===== config.mk =====
export PLATFORM = sky130hd
export DESIGN_NAME = seg_cpq_front
export DESIGN_NICKNAME = d
export VERILOG_FILES = /design/src/hdl/segment_closest_point_query_core_assert.svh /design/src/hdl/seg_cpq_pkg.sv /design/src/hdl/seg_cpq_front.sv
export SDC_FILE = /design/constraint.sdc
export NUM_CORES = 1
export LEC_CHECK = 0
export CORE_UTILIZATION = 25
export CTS_CLUSTER_DIAMETER = 60
export DETAILED_ROUTE_END_ITERATION = 7
export DONT_BUFFER_PORTS = 1
export GPL_ROUTABILITY_DRIVEN = 1
export GPL_TIMING_DRIVEN = 0
export SETUP_SLACK_MARGIN = 0.1
export SYNTH_ARGS = -nofsm -noshare
export SYNTH_HDL_FRONTEND = slang
export SYNTH_SLANG_ARGS = --single-unit

===== constraint.sdc =====
create_clock -name clk -period 16.3 [get_ports clk]
set_clock_uncertainty 0.15 [all_clocks]
set_input_delay 0.815 -clock clk [delete_from_list [all_inputs] [get_ports clk]]
set_output_delay 0.815 -clock clk [all_outputs]
set_load 0.01 [all_outputs]

===== src/hdl/segment_closest_point_query_core_assert.svh =====
// assertion macros shared by the segment query block
// each macro checks on the rising edge of clk and is held off while rst is high
`ifndef SEGMENT_CLOSEST_POINT_QUERY_CORE_ASSERT_SVH
`define SEGMENT_CLOSEST_POINT_QUERY_CORE_ASSERT_SVH

// same-cycle implication
`define SCPQ_ASSERT_IMP(lbl, ante, cons, msg) \
  lbl: assert property (@(posedge clk) disable iff (rst) (ante) |-> (cons)) \
    else $error(msg);

// next-cycle implication
`define SCPQ_ASSERT_NXT(lbl, ante, cons, msg) \
  lbl: assert property (@(posedge clk) disable iff (rst) (ante) |=> (cons)) \
    else $error(msg);

`endif


===== src/hdl/seg_cpq_pkg.sv =====
`timescale 1ns / 1ps
// ----------------------------------------------------------------------------
// seg_cpq_pkg
// Shared types and constants for the nearest-segment point query block.
// ----------------------------------------------------------------------------
package seg_cpq_pkg;

  localparam int COORD_WIDTH_DEF = 32;
  localparam int FRAC_BITS_DEF   = 16;
  localparam int ID_WIDTH        = 32;
  localparam int REQ_WIDTH       = 2;
  localparam int Q_DEPTH         = 2;

  // request codes on the input side
  localparam logic [REQ_WIDTH-1:0] REQ_BEGIN   = 2'd0;
  localparam logic [REQ_WIDTH-1:0] REQ_SEGMENT = 2'd1;
  localparam logic [REQ_WIDTH-1:0] REQ_FINISH  = 2'd2;

  // classified command kinds in the queue
  typedef enum logic [1:0] {
    CMD_BEGIN,
    CMD_SEGMENT,
    CMD_FINISH
  } cmd_kind_t;

  // queue head control seen by the back end
  typedef struct packed {
    logic      valid;
    cmd_kind_t kind;
  } cmd_ctl_t;

  // back end sequencer states
  typedef enum logic [4:0] {
    S_IDLE,
    S_P0,
    S_P1,
    S_P2,
    S_P3,
    S_P4,
    S_CLS,
    S_DIV,
    S_SC0,
    S_SC1,
    S_SC2,
    S_DX,
    S_Q0,
    S_Q1,
    S_Q2,
    S_SQ,
    S_UPD
  } bst_t;

endpackage


===== src/hdl/seg_cpq_front.sv =====
`timescale 1ns / 1ps
// ----------------------------------------------------------------------------
// seg_cpq_front
// Accepts request items, classifies them and holds them in a short queue.
// ----------------------------------------------------------------------------
module seg_cpq_front #(
  parameter int CW = seg_cpq_pkg::COORD_WIDTH_DEF
) (
  input  logic                                clk,
  input  logic                                rst,
  input  logic                                push,
  output logic                                full,
  input  logic [seg_cpq_pkg::REQ_WIDTH-1:0]   req_type,
  input  logic signed [CW-1:0]                query_x,
  input  logic signed [CW-1:0]                query_y,
  input  logic [CW-1:0]                       query_radius,
  input  logic signed [CW-1:0]                seg_x0,
  input  logic signed [CW-1:0]                seg_y0,
  input  logic signed [CW-1:0]                seg_x1,
  input  logic signed [CW-1:0]                seg_y1,
  input  logic [seg_cpq_pkg::ID_WIDTH-1:0]    prim_id,
  input  logic [seg_cpq_pkg::ID_WIDTH-1:0]    geom_id,
  input  logic                                flip,
  input  logic [seg_cpq_pkg::ID_WIDTH-1:0]    prim_offset,
  output seg_cpq_pkg::cmd_ctl_t               ctl,
  output logic [4*CW+3*seg_cpq_pkg::ID_WIDTH:0] data,
  input  logic                                pop
);
  import seg_cpq_pkg::*;

  localparam int DW = 4 * CW + 3 * ID_WIDTH + 1;
  localparam int PW = $clog2(Q_DEPTH);
  localparam int CNW = $clog2(Q_DEPTH + 1);

  logic [DW-1:0] qdata [Q_DEPTH];
  cmd_kind_t     qkind [Q_DEPTH];
  logic [PW-1:0] wptr;
  logic [PW-1:0] rptr;
  logic [CNW-1:0] cnt;

  logic          keep;
  cmd_kind_t     kind;
  logic [CW-1:0] fa, fb, fc, fd;
  logic          wr, rd;

  // classify the request and place its fields in shared slots
  always_comb begin
    keep = 1'b1;
    kind = CMD_FINISH;
    fa = '0;
    fb = '0;
    fc = '0;
    fd = '0;
    case (req_type)
      REQ_BEGIN: begin
        kind = CMD_BEGIN;
        fa = query_x;
        fb = query_y;
        fc = query_radius;
      end
      REQ_SEGMENT: begin
        kind = CMD_SEGMENT;
        fa = seg_x0;
        fb = seg_y0;
        fc = seg_x1;
        fd = seg_y1;
      end
      REQ_FINISH: begin
        kind = CMD_FINISH;
      end
      default: begin
        keep = 1'b0;
      end
    endcase
  end

  assign full = (cnt == CNW'(Q_DEPTH));
  assign wr   = push && !full && keep;
  assign rd   = pop && (cnt != '0);

  // queue storage
  always_ff @(posedge clk) begin
    if (wr) begin
      qdata[wptr] <= {flip, prim_offset, geom_id, prim_id, fd, fc, fb, fa};
      qkind[wptr] <= kind;
    end
  end

  // queue pointers and fill count
  always_ff @(posedge clk) begin
    if (rst) begin
      wptr <= '0;
      rptr <= '0;
      cnt  <= '0;
    end else begin
      if (wr) wptr <= (wptr == PW'(Q_DEPTH - 1)) ? '0 : wptr + 1'b1;
      if (rd) rptr <= (rptr == PW'(Q_DEPTH - 1)) ? '0 : rptr + 1'b1;
      if (wr && !rd) cnt <= cnt + 1'b1;
      else if (rd && !wr) cnt <= cnt - 1'b1;
    end
  end

  // head of queue
  assign ctl.valid = (cnt != '0);
  assign ctl.kind  = qkind[rptr];
  assign data      = qdata[rptr];

endmodule


==> Word-level counts from Yosys, hierarchy flattened <==
Memories as Yosys holds them, arrays and structs flattened. A register that Yosys moved wholly into a read port is not among the register bits.
Cells that the tools add are included.
{ "totals": {"memories": 2, "out_inout_bits": 229, "romBits": 0, "latchBits": 0, "reg_bits": 4, "word_cells": 40, "mem_bits_rw": 454} }
{ "memory_table": {"columns": ["name", "words", "word_bits", "read_ports", "rd_clocked_by_memory_dff", "write_ports", "line_no", "source"], "rows": [
  ["qdata", 2, 225, 1, 1, 1, "seg_cpq_front.sv:35", "logic [DW-1:0] qdata [Q_DEPTH];"],
  ["qkind", 2, 2, 1, 1, 1, "seg_cpq_front.sv:36", "cmd_kind_t qkind [Q_DEPTH];"]
]} }
{ "op_classes": {"shift": 0, "n_div": 0, "multipliers": 0, "n_lt_le_gt_ge": 0, "mux": 16, "n_bitwise": 0, "add_sub_neg": 4, "eq_ne": 3, "reduce_logical": 12} }
{ "ops": {"columns": ["operator", "n"], "rows": [
  ["$pmux W32 S2", 3],
  ["$mux W32", 1],
  ["$mux W1", 9],
  ["$logic_and A1 B1 Y1", 5],
  ["$eq A2 B2 Y1 const B", 2],
  ["$mux W2", 2],
  ["$pmux W2 S2", 1],
  ["$reduce_bool A2 Y1", 2],
  ["$logic_not A1 Y1", 3],
  ["$reduce_or A3 Y1", 1],
  ["$add A1 B1 Y1 const B", 2],
  ["$add A2 B1 Y2 const B", 1],
  ["$eq A2 B1 Y1 const B", 1],
  ["$logic_not A2 Y1", 1],
  ["$sub A2 B1 Y2 const B", 1]
]} }

==> Logic depth before layout (Yosys ltp) <==
{ "logic_depth": {"ltp_word": 8, "mapped_depth": 6, "ltp_nobuf": 6} }

==> Least setup slack after synthesis <==
OpenSTA, ideal clock, no wires.
{ "synth_path": {"kind": "input -> register", "start": "input port req_type[0] (netlist name)", "end": "memory qdata[0][0] (netlist name) (enable)", "t_arrival_ps": 11218, "slack_ps": 4087, "path_buffers": 1, "path_stages": 3, "cell_sequence": "buf_4 -> a211oi_4 -> nor2b_1"} }
{ "synth_between": {"elab_chain_cells": 6, "word_cells_on_any_way": 8} }
{ "synth_rtl": {"columns": ["element", "line_no", "source"], "rows": [
  ["start: declaration", "seg_cpq_front.sv:13", "input logic [seg_cpq_pkg::REQ_WIDTH-1:0] req_type,"],
  ["$eq A2 B1 Y1, or another cell as far along", "seg_cpq_front.sv:54", "case (req_type)"],
  ["$reduce_or A3 Y1 (no line) (*)", null, null],
  ["$mux W1 (*)", "seg_cpq_front.sv:54", null],
  ["$logic_and A1 B1 Y1 (*)", "seg_cpq_front.sv:78", "assign wr = push && !full && keep;"],
  ["named net wr", "seg_cpq_front.sv:44", "logic wr, rd;"],
  ["$mux W1 (*)", "seg_cpq_front.sv:83", "if (wr) begin"],
  ["$mux W1 (implied by the code) (*)", "seg_cpq_front.sv:84", "qdata[wptr] <= {flip, prim_offset, geom_id, prim_id, fd, fc, fb, fa};"],
  ["end: declaration", "seg_cpq_front.sv:35", null]
]} }
Mark *: on every way through the listed nets, which the timed path passes. The rest lies on a longest branch.

==> results.md <==
Cells and area:
- The post-route cell area is 21,700 um^2.
- From synthesis to final layout, the design area changed by 17.7%.
- The post-route netlist has 33.2% of its cells at a drive strength greater than 1.
- The most frequent standard cell in the layout excluding fill and tap cells is sky130_fd_sc_hd__edfxtp_1.
- The filler cells instantiated in the layout total 7,117.
- In the layout the commonest cells are 454 x sky130_fd_sc_hd__edfxtp_1, 197 x sky130_fd_sc_hd__mux2_2, 100 x sky130_fd_sc_hd__nor2_1.
- The area of the multi-input gates is 4350 um^2.
- The final net count is 1,376.
- Across the whole layout, storage elements account for 13,700 um^2.

Global route:
- The number of global-route vias before repair is 9,131.
- The total congestion overflow is 0.
- The total routing usage reported by global routing is 11.1%.
- Entering global routing, the biggest net connects 64 pins.
- The number of antenna violations at the first check in global routing came to 9.
- The wire length of the first global-routing pass is 61,100 um.

Yosys:
- Summing the areas of all compound-gate instances in the mapped netlist gives 0.190% of the synthesized area.
- In the post-synthesis netlist, the biggest area contributors are sky130_fd_sc_hd__edfxtp_1 74%, sky130_fd_sc_hd__mux2_2 12%, sky130_fd_sc_hd__mux2i_1 5.2%.
- The sequential fraction of the synthesis area is 74.5%.
- The post-synth design cell area is 18,400 um^2.
- After Yosys synthesis, and, or, nand and nor cells account for 3.38% of the synthesized area.
- The total nets after synthesis is 1,310.
- The count of synthesis-stage warnings from yosys is 0.
- The library cell occupying the most area in the post-synthesis netlist is sky130_fd_sc_hd__edfxtp_1.
- Synthesis produced a netlist whose cell count is 982.
- In this run the mean area of a mapped cell was 18.8 um^2.
- The flip-flop and latch count after synthesis is 459.
- The count of distinct cell types in the synthesized netlist is 26.
- The multiplexer share of the synthesized area is 19.7%.
- After Yosys synthesis, full adders, half adders and majority gates account for 0.0679% of the synthesized area.
- By area, the combinational part of the netlist is dominated by multiplexers.
- Summed over its instances, the top area cell type makes up 73.9% of the synthesized netlist area.
- The xor-xnor portion of the synthesized cell area is 0.143%.

Power:
- The power density over the cells is 158 nW/um^2.
- Total power for the finished layout comes to 3.42 mW.
- For this design the static power due to leakage is 7.39 nW.
- IR analysis of the VDD net gives a maximum drop of 0.0949 mV.

Drt:
- In the routed design, unresolved DRC markers number 0.
- For this block, the routed nets add up to 43,400 um of wire.
- The antenna violation net count after detailed routing is 0.
- After detailed routing, the number of vias per cell comes to 4.22.
- After detailed routing, the average wire length per cell comes to 21.1 um.
- The routed layout has 8,674 vias.
- The number of detailed-routing iterations run before antenna repair is 5.
- For this block, the initial DRC count from the detailed router was 424.

Hold path:
- The type of the most critical hold path is in -> reg.

Floorplan:
- 556 I/O pins were placed.
- The floorplan step defined a die boundary enclosing 74,800 um^2.
- The floorplan has 99 rows.
- In this run the horizontal extent of the chip is 274 um.
- The core region is 73,000 um^2.
- The y dimension of the die is 274 um.
- The effective utilization at floorplan is 25.3%.

CTS:
- The post-CTS setup repair buffer count is 0.
- Clock tree synthesis inserted a total of 52 buffers.
- The maximum buffer depth of the clock tree is 3.
- The clock slew seen by the registers of the worst setup and hold paths is 50 ps.
- The clock latency at the later pin of the worst-skew pair is 580 ps.
- TritonCTS built the clock tree.
- The cell sitting at the root of the clock tree is a sky130_fd_sc_hd__clkbuf_16.
- The CTS sink count is 459.
- The level count of the clock H-tree is 2.
- The hold buffer count at CTS is 0.
- The number of gates resized after CTS was 0.

Timing:
- The normalized max-slew margin is 56.3%.
- After layout, the worst setup slack is 13,250 ps.
- The time the worst path needs with I/O delays and setup is 3050 ps.
- The final clock period utilization by the worst path is 18.7%.
- The number of max-slew violations in the final report is 0.
- The hold violation count in the final report is 0.
- The maximum clock frequency is 328 MHz.
- Adding up every negative setup slack in the final design gives 0 ps.
- Setup repair after global routing left no endpoint under its margin.
- For the pin with the worst max-slew slack, the measured transition is 654 ps.
- The total setup violations reported at the end of the flow is 0.

Worst setup path:
- The critical path capture point type is a primary output.
- The cell family contributing the most delay on the critical path is buffers and inverters.
- The critical path required time is 15,340 ps.
- For this run, the slowest stage of the critical path takes 430 ps.
- The critical path goes through buf_2 > buf_4 > mux2_2.
- The number of buffers and inverters on the critical path is 2.
- Along the worst path, the maximum fanout reaches 11.
- The kind of start point of the critical path is a flip-flop.
- The slowest stage cell on the critical path is sky130_fd_sc_hd__mux2_2.
- The type of the worst setup path is reg -> out.
- The worst endpoint data arrival time is 2080 ps.

Run status:
- The run finished with clean final reports.

Placed design:
- Input and output buffers added on the ports amount to 0.
- The placed standard-cell area is 19,900 um^2.
- The estimated wirelength of the detail-placed design is 32,000 um.
- The routability congestion estimate is 0.848.
- OpenSTA, run right after detailed placement, puts the worst setup slack at 12,800 ps.

Flow run:
- The number of violations of the max-capacitance limit is 0.
path summary, 6_finish.rpt:
path,endpoint,slack [ps],startpoint,cells past startpoint
setup / recovery,data[103],13250,flip-flop,3
hold reg to reg,rptr$_SDFFE_PP0P_,370,rptr$_SDFFE_PP0P_,2
hold / removal,cnt[0]$_SDFFE_PP0P_,160,rst,1
setup reg to reg,qdata[0][172]$_DFFE_PP_,13410,cnt[0]$_SDFFE_PP0P_,7
area by class of cell:
| class | count | share of cell area [%] |
|---|---|---|
| clock buffer | 62 | 6.36 |
| timing repair buffer | 12 | 1.28 |
| tap | 959 | 5.53 |
| clock inverter | 36 | 1.78 |
| multi-input combinational | 471 | 20.0 |
| buffer | 51 | 1.67 |
| inverter | 1 | 0.0173 |
| sequential | 459 | 63.3 |
| antenna | 5 | 0.0576 |
stage by stage:
| step | cells | utilization [%] | hold slack (ps) |
|---|---|---|---|
| floorplan | 982 | - | 315 |
| finish | 2056 | 29.7 | 155 |
| detailed placement | 1953 | 27.3 | 355 |
| global route | 2053 | 29.7 | 101 |
| global placement | 1941 | 26.9 | 347 |
| CTS | 2051 | 29.7 | 96.7 |
sequential cells by signal, summed over array words and instances, names as in the netlist, named ones only:
name   flops
wptr       1
rptr       1
qkind      4
cnt        2
qdata    450
metal layers:
| metal | track usage, % | part of all wire [%] |
|---|---|---|
| met3 | 4.48 | 9.6 |
| met5 | 0 | 0.048 |
| met1 | 11.7 | 36 |
| met2 | 19.8 | 52 |
| met4 | 4.04 | 2.8 |
synth_stat cells:
master                       n
sky130_fd_sc_hd__a211oi_4    1
sky130_fd_sc_hd__a21oi_1     1
sky130_fd_sc_hd__and2_1     33
sky130_fd_sc_hd__and2b_1     1
sky130_fd_sc_hd__buf_1       2
sky130_fd_sc_hd__buf_2      14
sky130_fd_sc_hd__buf_4      18
sky130_fd_sc_hd__buf_6       5
sky130_fd_sc_hd__buf_8       4
sky130_fd_sc_hd__clkbuf_1    6
sky130_fd_sc_hd__clkbuf_2    2
sky130_fd_sc_hd__dfxtp_1     5
sky130_fd_sc_hd__edfxtp_1  454
sky130_fd_sc_hd__ha_1        1
sky130_fd_sc_hd__inv_1       1
sky130_fd_sc_hd__mux2_1      1
sky130_fd_sc_hd__mux2_2    197
sky130_fd_sc_hd__mux2_4     30
sky130_fd_sc_hd__mux2i_1    96
sky130_fd_sc_hd__nor2_1    100
sky130_fd_sc_hd__nor2b_1     2
sky130_fd_sc_hd__nor2b_2     1
sky130_fd_sc_hd__o21ai_0     2
sky130_fd_sc_hd__or2_2       1
sky130_fd_sc_hd__or3_1       1
sky130_fd_sc_hd__xor2_1      3
where the power goes:
| part | internal, mW | switching (mW) |
|---|---|---|
| clock | 0.718 | 0.464 |
| combinational | 0.296 | 0.445 |
| sequential | 1.47 | 0.0310 |
| total | 2.48 | 0.940 |
logic make-up (layout without fill, tap and decap cells):
logic type	Yosys count	in the layout
xor gates and xnor gates	3	3
and+or+nand+nor	139	139
buffers and inverters	52	162
other	0	5
muxes	324	324
DFF	459	459
adders and majority gates	1	1
AOI/OAI and AO/OA	4	4
(Power assumes the default switching activity.)
